`src/rtl/spa_pkg.sv`:
```
// ----------------------------------------------------------------------------
// spa_pkg
// Shared types and constants for the swap page allocator.
// ----------------------------------------------------------------------------
package spa_pkg;

   localparam int PAGE_W     = 11;
   localparam int INDEX_W    = 10;
   localparam int WORD_BITS  = 32;
   localparam int WORD_SHIFT = 5;
   localparam int HW_WORD_W  = PAGE_W - WORD_SHIFT;

   localparam logic [PAGE_W-1:0] POOL_RESET = 11'd1024;

   localparam logic CMD_ALLOC = 1'b0;
   localparam logic CMD_FREE  = 1'b1;

   typedef enum logic [4:0] {
      ST_IDLE   = 5'b00001,
      ST_DECIDE = 5'b00010,
      ST_FETCH  = 5'b00100,
      ST_SCAN   = 5'b01000,
      ST_DONE   = 5'b10000
   } state_type;

endpackage

```
`src/rtl/spa_ram.sv`:
```
// ----------------------------------------------------------------------------
// spa_ram
// Generic simple dual-port RAM, one write and one registered read per cycle.
// ----------------------------------------------------------------------------
module spa_ram #(
   parameter int WIDTH = 32,
   parameter int DEPTH = 32
) (
   input  logic                                     clock,
   input  logic                                     wr_en,
   input  logic [(DEPTH > 1 ? $clog2(DEPTH) : 1)-1:0] wr_addr,
   input  logic [WIDTH-1:0]                         wr_data,
   input  logic [(DEPTH > 1 ? $clog2(DEPTH) : 1)-1:0] rd_addr,
   output logic [WIDTH-1:0]                         rd_data
);

   logic [WIDTH-1:0] mem_ff [DEPTH];
   logic [WIDTH-1:0] rd_data_ff;

   always_ff @(posedge clock) begin
      if (wr_en) begin
         mem_ff[wr_addr] <= wr_data;
      end
      rd_data_ff <= mem_ff[rd_addr];
   end

   assign rd_data = rd_data_ff;

endmodule

```
`src/rtl/swap_page_allocator_top.sv`:
```
// ----------------------------------------------------------------------------
// swap_page_allocator_top
// Bitmap swap page allocator, first fit below a high-water mark.
// ----------------------------------------------------------------------------
// One word in, one word out per request. The used map lives in a RAM of
// 32-bit rows with one registered read per cycle; bits at or above the
// high-water mark are masked, so no clearing pass follows reset. A failed
// allocate and a free of an out-of-range page go from decode straight to
// the done state; any other free and an allocate that extends the
// high-water mark pass through a fetch state that reads and rewrites the
// row. An allocate that reuses a freed page scans rows from the bottom, one
// RAM read per cycle, until it reaches the row holding the lowest free page.
// The block takes one request at a time and is ready again in the cycle
// after it loads the result; a finished result waits in the output register
// while the next request is accepted, and a result that is still held
// stalls the block in its last state.
// ----------------------------------------------------------------------------
module swap_page_allocator_top
   import spa_pkg::*;
#(
   parameter int MAX_PAGES = 1024
) (
   input  logic                clock,
   input  logic                reset,
   input  logic                req_valid,
   output logic                req_ready,
   input  logic                req_command,
   input  logic [INDEX_W-1:0]  req_page_index,
   output logic                rsp_valid,
   input  logic                rsp_ready,
   output logic [PAGE_W-1:0]   rsp_page,
   output logic                rsp_full_res,
   output logic [PAGE_W-1:0]   rsp_used_count,
   output logic [PAGE_W-1:0]   rsp_high_water,
   input  logic                csr_wr_en,
   input  logic [PAGE_W-1:0]   csr_wr_data
);

   localparam int WORDS = (MAX_PAGES + WORD_BITS - 1) / WORD_BITS;
   localparam int AW    = (WORDS > 1) ? $clog2(WORDS) : 1;
   localparam int CW    = (AW > HW_WORD_W) ? AW : HW_WORD_W;

   state_type              state_ff, state_in;
   logic                   cmd_ff, cmd_in;
   logic [INDEX_W-1:0]     idx_ff, idx_in;
   logic [PAGE_W-1:0]      target_ff, target_in;
   logic [AW-1:0]          scan_ptr_ff, scan_ptr_in;
   logic [AW-1:0]          chk_ff, chk_in;
   logic [PAGE_W-1:0]      used_ff, used_in;
   logic [PAGE_W-1:0]      hw_ff, hw_in;
   logic [PAGE_W-1:0]      pool_ff, pool_in;
   logic [PAGE_W-1:0]      res_page_ff, res_page_in;
   logic                   res_full_ff, res_full_in;
   logic                   rsp_valid_ff, rsp_valid_in;
   logic [PAGE_W-1:0]      rsp_page_ff, rsp_page_in;
   logic                   rsp_full_ff, rsp_full_in;
   logic [PAGE_W-1:0]      rsp_used_ff, rsp_used_in;
   logic [PAGE_W-1:0]      rsp_hw_ff, rsp_hw_in;

   logic                   ram_wr_en;
   logic [AW-1:0]          ram_wr_addr;
   logic [WORD_BITS-1:0]   ram_wr_data;
   logic [AW-1:0]          ram_rd_addr;
   logic [WORD_BITS-1:0]   ram_rd_data;

   logic [PAGE_W-1:0]      eff_pool;
   logic [CW-1:0]          chk_ext;
   logic [CW-1:0]          hw_word;
   logic [WORD_SHIFT-1:0]  hw_bit;
   logic [WORD_BITS-1:0]   scan_mask;
   logic [WORD_BITS-1:0]   free_bits;
   logic [WORD_SHIFT-1:0]  free_pos;
   logic [WORD_SHIFT-1:0]  tgt_bit;
   logic [WORD_BITS-1:0]   tgt_onehot;

   function automatic logic [AW-1:0] word_of(input logic [PAGE_W-1:0] p);
      word_of = AW'(p >> WORD_SHIFT);
   endfunction

   spa_ram #(
      .WIDTH (WORD_BITS),
      .DEPTH (WORDS)
   ) u_map_ram (
      .clock   (clock),
      .wr_en   (ram_wr_en),
      .wr_addr (ram_wr_addr),
      .wr_data (ram_wr_data),
      .rd_addr (ram_rd_addr),
      .rd_data (ram_rd_data)
   );

   assign eff_pool = (32'(pool_ff) < MAX_PAGES) ? pool_ff : PAGE_W'(MAX_PAGES);

   // valid bits of the row under check: only pages below the high-water mark
   assign chk_ext = CW'(chk_ff);
   assign hw_word = CW'(hw_ff >> WORD_SHIFT);
   assign hw_bit  = hw_ff[WORD_SHIFT-1:0];

   always_comb begin
      if (chk_ext < hw_word) begin
         scan_mask = '1;
      end else if (chk_ext == hw_word) begin
         scan_mask = (WORD_BITS'(1) << hw_bit) - WORD_BITS'(1);
      end else begin
         scan_mask = '0;
      end
   end

   assign free_bits = ~ram_rd_data & scan_mask;

   // lowest free bit
   always_comb begin
      free_pos = '0;
      for (int i = WORD_BITS - 1; i >= 0; i--) begin
         if (free_bits[i]) begin
            free_pos = WORD_SHIFT'(i);
         end
      end
   end

   assign tgt_bit    = target_ff[WORD_SHIFT-1:0];
   assign tgt_onehot = WORD_BITS'(1) << tgt_bit;

   always_comb begin
      state_in     = state_ff;
      cmd_in       = cmd_ff;
      idx_in       = idx_ff;
      target_in    = target_ff;
      scan_ptr_in  = scan_ptr_ff;
      chk_in       = chk_ff;
      used_in      = used_ff;
      hw_in        = hw_ff;
      res_page_in  = res_page_ff;
      res_full_in  = res_full_ff;
      rsp_valid_in = rsp_valid_ff && !rsp_ready;
      rsp_page_in  = rsp_page_ff;
      rsp_full_in  = rsp_full_ff;
      rsp_used_in  = rsp_used_ff;
      rsp_hw_in    = rsp_hw_ff;
      ram_wr_en    = 1'b0;
      ram_wr_addr  = word_of(target_ff);
      ram_wr_data  = ram_rd_data;
      ram_rd_addr  = scan_ptr_ff;
      pool_in      = csr_wr_en ? csr_wr_data : pool_ff;

      unique case (state_ff)
         ST_IDLE: begin
            if (req_valid) begin
               cmd_in   = req_command;
               idx_in   = req_page_index;
               state_in = ST_DECIDE;
            end
         end
         ST_DECIDE: begin
            res_full_in = 1'b0;
            if (cmd_ff == CMD_ALLOC) begin
               if (used_ff < hw_ff) begin
                  ram_rd_addr = '0;
                  chk_in      = '0;
                  scan_ptr_in = AW'(1);
                  state_in    = ST_SCAN;
               end else if (hw_ff < eff_pool) begin
                  target_in   = hw_ff;
                  ram_rd_addr = word_of(hw_ff);
                  state_in    = ST_FETCH;
               end else begin
                  res_page_in = eff_pool;
                  res_full_in = 1'b1;
                  state_in    = ST_DONE;
               end
            end else begin
               res_page_in = PAGE_W'(idx_ff);
               if (PAGE_W'(idx_ff) < eff_pool) begin
                  target_in   = PAGE_W'(idx_ff);
                  ram_rd_addr = word_of(PAGE_W'(idx_ff));
                  state_in    = ST_FETCH;
               end else begin
                  state_in = ST_DONE;
               end
            end
         end
         ST_FETCH: begin
            ram_wr_en = 1'b1;
            if (cmd_ff == CMD_ALLOC) begin
               ram_wr_data = ram_rd_data | tgt_onehot;
               used_in     = used_ff + PAGE_W'(1);
               hw_in       = hw_ff + PAGE_W'(1);
               res_page_in = target_ff;
            end else if ((target_ff < hw_ff) && ((ram_rd_data & tgt_onehot) != '0)) begin
               ram_wr_data = ram_rd_data & ~tgt_onehot;
               used_in     = used_ff - PAGE_W'(1);
            end
            state_in = ST_DONE;
         end
         ST_SCAN: begin
            if (free_bits != '0) begin
               ram_wr_en   = 1'b1;
               ram_wr_addr = chk_ff;
               ram_wr_data = ram_rd_data | (WORD_BITS'(1) << free_pos);
               used_in     = used_ff + PAGE_W'(1);
               res_page_in = PAGE_W'({chk_ff, free_pos});
               state_in    = ST_DONE;
            end else begin
               chk_in      = scan_ptr_ff;
               scan_ptr_in = scan_ptr_ff + AW'(1);
            end
         end
         ST_DONE: begin
            if (!rsp_valid_ff || rsp_ready) begin
               rsp_valid_in = 1'b1;
               rsp_page_in  = res_page_ff;
               rsp_full_in  = res_full_ff;
               rsp_used_in  = used_ff;
               rsp_hw_in    = hw_ff;
               state_in     = ST_IDLE;
            end
         end
         default: begin
            state_in = ST_IDLE;
         end
      endcase
   end

   always_ff @(posedge clock) begin
      if (reset) begin
         state_ff     <= ST_IDLE;
         used_ff      <= '0;
         hw_ff        <= '0;
         pool_ff      <= POOL_RESET;
         rsp_valid_ff <= 1'b0;
      end else begin
         state_ff     <= state_in;
         used_ff      <= used_in;
         hw_ff        <= hw_in;
         pool_ff      <= pool_in;
         rsp_valid_ff <= rsp_valid_in;
      end
   end

   always_ff @(posedge clock) begin
      cmd_ff      <= cmd_in;
      idx_ff      <= idx_in;
      target_ff   <= target_in;
      scan_ptr_ff <= scan_ptr_in;
      chk_ff      <= chk_in;
      res_page_ff <= res_page_in;
      res_full_ff <= res_full_in;
      rsp_page_ff <= rsp_page_in;
      rsp_full_ff <= rsp_full_in;
      rsp_used_ff <= rsp_used_in;
      rsp_hw_ff   <= rsp_hw_in;
   end

   assign req_ready      = (state_ff == ST_IDLE);
   assign rsp_valid      = rsp_valid_ff;
   assign rsp_page       = rsp_page_ff;
   assign rsp_full_res   = rsp_full_ff;
   assign rsp_used_count = rsp_used_ff;
   assign rsp_high_water = rsp_hw_ff;

   a_used_below_mark : assert property (@(posedge clock) disable iff (reset)
      used_ff <= hw_ff)
      else $error("used count above high-water mark");

   a_mark_in_range : assert property (@(posedge clock) disable iff (reset)
      32'(hw_ff) <= MAX_PAGES)
      else $error("high-water mark beyond map size");

   a_scan_below_mark : assert property (@(posedge clock) disable iff (reset)
      (state_ff == ST_SCAN) |-> (scan_mask != '0))
      else $error("scan ran past the high-water mark");

   a_accept_decides : assert property (@(posedge clock) disable iff (reset)
      (req_valid && req_ready) |=> (state_ff == ST_DECIDE))
      else $error("accepted word not taken into decode");

   a_done_loads : assert property (@(posedge clock) disable iff (reset)
      (state_ff == ST_DONE && (!rsp_valid_ff || rsp_ready)) |=>
         (rsp_valid_ff && state_ff == ST_IDLE))
      else $error("finished word not presented");

endmodule

```
`config.mk`:
```
export PLATFORM = sky130hd
export DESIGN_NAME = swap_page_allocator_top
export DESIGN_NICKNAME = d
export VERILOG_FILES = /design/src/rtl/spa_pkg.sv /design/src/rtl/spa_ram.sv /design/src/rtl/swap_page_allocator_top.sv
export SDC_FILE = /design/constraint.sdc
export NUM_CORES = 2
export LEC_CHECK = 0
export BUFFER_PORTS_ARGS = -buffer_cell sky130_fd_sc_hd__buf_2
export CAP_MARGIN = 5
export CORE_MARGIN = 2
export CORE_UTILIZATION = 49
export CTS_BUF_LIST = sky130_fd_sc_hd__clkbuf_4 sky130_fd_sc_hd__clkbuf_8
export CTS_CLUSTER_DIAMETER = 120
export DETAILED_ROUTE_END_ITERATION = 16
export SLEW_MARGIN = 0
export SYNTH_ARGS = -nofsm -noshare
export SYNTH_HDL_FRONTEND = slang
export SYNTH_SLANG_ARGS = --single-unit
```
`constraint.sdc`:
```
create_clock -name clock -period 7.7 [get_ports clock]
set_clock_uncertainty 0.2 [all_clocks]
set_input_delay 1.54 -clock clock [delete_from_list [all_inputs] [get_ports clock]]
set_output_delay 1.54 -clock clock [all_outputs]
set_load 0.03 [all_outputs]
```
; ---- Yosys cells after proc, flatten, opt, wreduce, memory -nomap -nowiden
; Memories as Yosys holds them, arrays and structs flattened. A register that Yosys moved wholly into a read port is not among the register bits.
; Index checks and enable logic that the tools add are counted.
[classes]
add_sub_neg = 5
order_cmp = 6
eq_ne = 18
n_shift = 3
mux = 83
n_bitwise = 8
n_reduce_logical = 20
[op_table]
columns = operator, n
row1 = $mux W5, 52
row2 = $mux W32, 5
row3 = $mux W11, 13
row4 = $and A32 B32 Y32, 3
row5 = $shl A1 B5 Y32 const A, 3
row6 = $not A32 Y32, 2
row7 = $or A32 B32 Y32, 2
row8 = $pmux W32 S2, 1
row9 = $reduce_bool A32 Y1, 2
row10 = $lt A11 B11 Y1, 3
row11 = $pmux W11 S3, 1
row12 = $sub A32 B2 Y32 const B, 1
row13 = $pmux W5 S5, 1
row14 = $add A11 B1 Y11 const B, 2
row15 = $pmux W11 S2, 1
row16 = $pmux W5 S2, 2
row17 = $ne A2 B2 Y1 const B, 8
row18 = $lt A10 B11 Y1, 1
row19 = $lt A11 B11 Y1 const B, 1
row20 = $sub A11 B1 Y11 const B, 1
row21 = $ne A3 B3 Y1 const B, 3
row22 = $reduce_and A4 Y1, 2
row23 = $eq A5 B6 Y1, 1
row24 = $lt A5 B6 Y1, 1
row25 = 19 further kinds, 31
[word_totals]
reg_bits = 117
mem_bits_rw = 1024
inputBits = 27
output_inout_bits = 36
word_cells = 160
n_memories = 1
[mem_list]
columns = name, words, width, read_ports, rd_ports_with_merged_regs, write_ports, line_no
row1 = u_map_ram.mem_ff, 32, 32, 1, 1, 1, spa_ram.sv:17  ; logic [WIDTH-1:0] mem_ff [DEPTH];

; ---- Depth between registers and ports, before layout
[logic_depth]
word_depth = 41
ltp_mapped = 19
depth_no_buf = 15

; ---- Modules after synthesis
; Synthesis repeated with hierarchy kept, for this count alone.
[unflattened]
hier_cells = 3398
area_unflattened_um2 = 50090.5
[by_module_without_submodules]
columns = mod, n_inst, cells_each, area_per_inst_um2, seq_area_each_um2
row1 = spa_ram, 1, 2260, 40492.6, 31390.1
row2 = swap_page_allocator_top, 1, 1138, 9598.0, 3123.0

; ---- Worst setup path before layout
; No wires, ideal clock.
[synth_path]
path_kind = register to register
startpoint = register hw_ff[2]
endpoint = memory u_map_ram.mem_ff[16][0], enable pin
setup_ps = 472
t_arrival_ps = 6335
t_required_ps = 7028
slack_ps = 694
stages_incl_launch_ff = 17
n_path_buf = 4
path_cell_list = dfxtp_1 > clkbuf_1 > clkbuf_1 > clkinv_1 > ha_1 > clkbuf_1 > a21o_1 > a222oi_1 > o211ai_1 > nor4_1 > a211o_1 > nand4b_1 > nor4_2 > a21oi_1 > buf_2 > nand2_1 > o32ai_1
[synth_between]
elab_chain_cells = 10
word_cells_on_any_way = 12
[synth_lines]
columns = element, line_no
row1 = start: declaration, swap_page_allocator_top.sv:50  ; logic [PAGE_W-1:0] hw_ff, hw_in;
row2 = start signal: assignment, swap_page_allocator_top.sv:234  ; hw_ff <= hw_in;
row3 = $shl A1 B5 Y32 *, swap_page_allocator_top.sv:103  ; scan_mask = (WORD_BITS'(1) << hw_bit) - WORD_BITS'(1);
row4 = $sub A32 B2 Y32 *, swap_page_allocator_top.sv:103
row5 = $mux W32 *, swap_page_allocator_top.sv:102  ; end else if (chk_ext == hw_word) begin
row6 = $mux W32 *, swap_page_allocator_top.sv:100  ; if (chk_ext < hw_word) begin
row7 = $and A32 B32 Y32 *, swap_page_allocator_top.sv:109  ; assign free_bits = ~ram_rd_data & scan_mask;
row8 = $reduce_bool A32 Y1 *, swap_page_allocator_top.sv:196  ; if (free_bits != '0) begin
row9 = $mux W1, swap_page_allocator_top.sv:196
row10 = $pmux W1 S2, swap_page_allocator_top.sv:146  ; unique case (state_ff)
row11 = $mux W1, spa_ram.sv:21  ; if (wr_en) begin
row12 = $mux W1 (implied by the code), spa_ram.sv:22  ; mem_ff[wr_addr] <= wr_data;
row13 = end: declaration, spa_ram.sv:17
; Mark *: on every way between the ends. The rest lies on a longest branch, timed or not.

; ---- Worst setup path in the final report
[layout_path]
startpoint = register hw_ff[0]
endpoint = memory u_map_ram.mem_ff[15][30] (data pin)
[layout_between]
elab_chain_cells = 41
word_cells_on_any_way = 46
[layout_lines]
columns = element, line_no
row1 = $shl A1 B5 Y32, swap_page_allocator_top.sv:103
row2 = $sub A32 B2 Y32, swap_page_allocator_top.sv:103
row3 = $mux W32, swap_page_allocator_top.sv:102
row4 = $mux W32, swap_page_allocator_top.sv:100
row5 = $and A32 B32 Y32, swap_page_allocator_top.sv:109
row6 = $mux W5 (32 in series), swap_page_allocator_top.sv:115  ; if (free_bits[i]) begin
row7 = $shl A1 B5 Y32, swap_page_allocator_top.sv:199  ; ram_wr_data = ram_rd_data | (WORD_BITS'(1) << free_pos);
row8 = $or A32 B32 Y32, swap_page_allocator_top.sv:199
row9 = $mux W32, swap_page_allocator_top.sv:196
row10 = $pmux W32 S2 *, swap_page_allocator_top.sv:146
row11 = via ram_wr_data[30], swap_page_allocator_top.sv:62  ; logic [WORD_BITS-1:0] ram_wr_data;
; Mark *: on every way through the listed nets, which the timed path passes. The rest lies on a longest branch.

==> summary.txt <==
STA
  – Max Slew Vio Count: 0
  – Achievable Freq: 147.7 MHz
  – Rel. slew slack: 0.1938
  – Post-Route Setup TNS: 0 ns
  – Final Hold Fails: 0
  – Fin crit share: 0.8795
  – Setup violations, final: 0
  – Worst Tran Pin Value: 1.209 ns
  – Minimum clock period: 6.772 ns
  – RSZ-0062 raised after global routing: no

Worst hold path
  – Min-Delay Path Class: reg2reg

Clock tree
  – # Post-CTS Setup Buffers: 0
  – Max clock buf depth: 3
  – Later-pin clock latency in the skew report: 0.90 ns
  – CTS buffer count: roughly 190
  – TritonCTS Sinks: 1173
  – Post-CTS resize count: 0
  – CTS Root Cell: clkbuf_8
  – Clock slew at reported path FFs: roughly 0.07 ns
  – Cts hold-fix bufs: 0
  – Depth of the CTS H-tree: 4
  – TritonCTS clock tree: done

Floorplanning
  – Initial Utilization: 0.4919
  – Die area: 108000 um^2
  – Core Area: 105000 um^2
  – Die X: about 330 um
  – # rows: 119
  – Die Ht: 328.6 um
  – I/O Pins: 63

Critical path
  – CP required: 8.00 ns
  – Startpoint Class: flip-flop
  – Slowest-stage cell, CP: o31ai_4
  – Worst EP arrival: 7.07 ns
  – WS Path Type: reg2reg
  – Critical Path, Cell by Cell: inv_1 > ha_1 > nand3_1 > ha_1 > nand2b_1 > o21ai_1 > o211ai_1 > a221o_1 > or4_1 > nand4bb_1 > nor3_1 > nand4_1 > o31ai_4
  – Critical path capture point type: flip-flop
  – Crit-path max cell delay: approximately 1.1 ns
  – CP most frequent cell: ha_1
  – Crit Path Max Fanout: 32

GRT
  – Total grt overflow: 0
  – Largest net degree at the start of global routing: 148
  – GR Util All Layers: 0.3156
  – Initial antenna violation count: 3
  – First-pass GRT wire length: 246600 um
  – Vias in the first global route: 35385

Cells and area
  – Area Growth Syn to Fin: 13.94%
  – Area of the multi-input gates: 16620 um^2
  – Register Area: 34510 um^2
  – Finished Layout Cells: 5747
  – Layout cells sized above 1: 0.1504
  – Filler cells: 8562
  – Final nets: roughly 4300

Synth
  – Post-Syn Area: 51630 um^2
  – Most used DFF post-synth: edfxtp_1
  – Commonest cells post-synth: edfxtp_1, nand2_1, clkbuf_1
  – YS warnings: 0
  – Cell with the most instances after synthesis: edfxtp_1
  – Largest cells by area after synthesis: edfxtp_1, nand2_1, dfxtp_1, and3_1, clkbuf_1
  – Syn avg cell area: between 10 and 15 um^2
  – Yosys top cell area share: 0.6409
  – Post-synth EDFFs: 1102
  – Async SR Flop Fraction: 0
  – Synth Register Bits: ~1200
  – Biggest area consumer among synthesized cells: edfxtp_1
  – Sequential area share after synthesis: 0.6684
  – Syn_nets: about 4200
  – Mapped Cells: 4095
  – Distinct cells, synth: 95

Routing
  – Vias per cell: 6.400
  – DRC violations left: 0
  – Drt total wl: between 150000 and 200000 um
  – DR vias: around 37000
  – DRT antenna net count: 0
  – TritonRoute pass-1 iters: 8
  – DR iter-0 viols: approximately 4400
  – Wire per inst: about 30 um

Placement
  – Port bufs: 62
  – Placed cells: 5404
  – RePlAce Congestion: about 1.0
  – DP Wirelength: roughly 100000 um

Power
  – Maximum vdd drop: 0.1656 mV
  – PD cells: 219.5 nW/um^2
  – Leakage power: a little under 20 nW

Run
  – Max-cap violations: 0

Status
  – Status: finished, final reports clean
[cell usage in the layout, fill, tap and decap left out, types with 11 or more instances in the layout]
cell and n:
buf_4 159, clkinv_2 16, inv_1 36, nand3_1 167, nand4_1 16, and3_1 205, nand3b_1 12, a21boi_0 136
buf_2 62, nand2_1 579, clkinv_1 42, o211ai_1 47, o32ai_1 68, nand2b_1 15, o22ai_4 30, a21o_1 16
o22ai_1 40, or3_1 25, xnor2_1 11, nor3_1 39, nor2b_1 30, o31ai_4 30, a211oi_1 136, mux2i_1 14
dfxtp_1 71, clkbuf_8 191, clkbuf_4 76, and2_1 15, nor2_1 110, ha_1 54, a22oi_1 101, a21oi_1 178
o21ai_0 88, nor3b_1 12, edfxtp_1 1102, a2111oi_0 40, a31oi_1 78, buf_12 29, a311o_1 68
[cell families (layout without fill, tap and decap cells)]
group / after synthesis / after routing / share of synthesized area
AOI/OAI and AO/OA: 1160 / 1160 / 0.1614
xor gates and xnor gates: 17 / 17 / 0.002884
adders and majority gates: 54 / 54 / 0.01309
buffers and inverters: 371 / 630 / 0.02763
DFF: 1173 / 1173 / 0.6684
muxes: 28 / 28 / 0.006203
other: 0 / 2 / 0
and+or+nand+nor: 1292 / 1292 / 0.1204
[layout make-up]
class	instances	share of cell area
Antenna cell	2	0.00008507
Clock buffer	267	0.05438
Clock inverter	74	0.008932
Inverter	39	0.002488
Multi-Input combinational cell	2551	0.2825
Sequential cell	1173	0.5866
Tap cell	1391	0.02958
Timing Repair Buffer	250	0.03543
[path summary, 6_finish.rpt]
check	startpoint	to	slack (ns)	cells after the start
max	hw_ff[0]$_SDFFE_PP0P_	u_map_ram.mem_ff[15][30]$_DFFE_PP_	0.93	13
min	res_page_ff[4]$_DFFE_PP_	rsp_page[4]$_DFFE_PP_	0.19	0
max reg2reg	hw_ff[0]$_SDFFE_PP0P_	u_map_ram.mem_ff[15][30]$_DFFE_PP_	0.93	13
min reg2reg	res_page_ff[4]$_DFFE_PP_	rsp_page[4]$_DFFE_PP_	0.19	0
[sequential cells by signal, summed over array words and instances (netlist names), 5 cells and up]
name	flops
u_map_ram.mem_ff	1024
res_page_ff	11
used_ff	11
u_map_ram.rd_data	32
idx_ff	10
rsp_used_count	11
chk_ff	5
hw_ff	11
scan_ptr_ff	5
target_ff	11
rsp_page	11
pool_ff	11
rsp_high_water	11
state_ff	5
[worst max-delay path, delay by kind of cell, from the launching register on]
kind	cells	cell delay [ns]
AO/OA/AOI/OAI	4	2.52
AND/OR/NAND/NOR	6	2.29
adder cells (fa/ha/maj)	2	0.69
flip-flops	1	0.53
buffers and inverters	1	0.14
[through the flow]
stage	power [mW]	cell area (um^2)	util	setup WS [ns]	hold WS (ns)
after floorplan	7.475	51630	-	0.6935	0.2003
after global placement	7.732	55100	0.5249	1.230	0.2013
after detailed placement	7.735	55100	0.5249	1.142	0.2045
after CTS	12.99	58830	0.5604	1.101	0.1940
after global routing	13.31	58830	0.5605	0.5153	0.2083
final	12.91	58830	0.5605	0.9278	0.1896
[power by group]
part | internal, mW | switching (mW)
Clock | 2.80 | 2.50
Combinational | 0.141 | 0.379
Sequential | 7.04 | 0.0549
[routing by layer]
layer / routed length [um] / global-route usage
met1: 70820 / 0.4335
met2: 77610 / 0.4925
met3: 14140 / 0.05892
met4: 7495 / 0.1386
met5: 0 / 0
No activity file was read; power rests on OpenSTA's default activity.
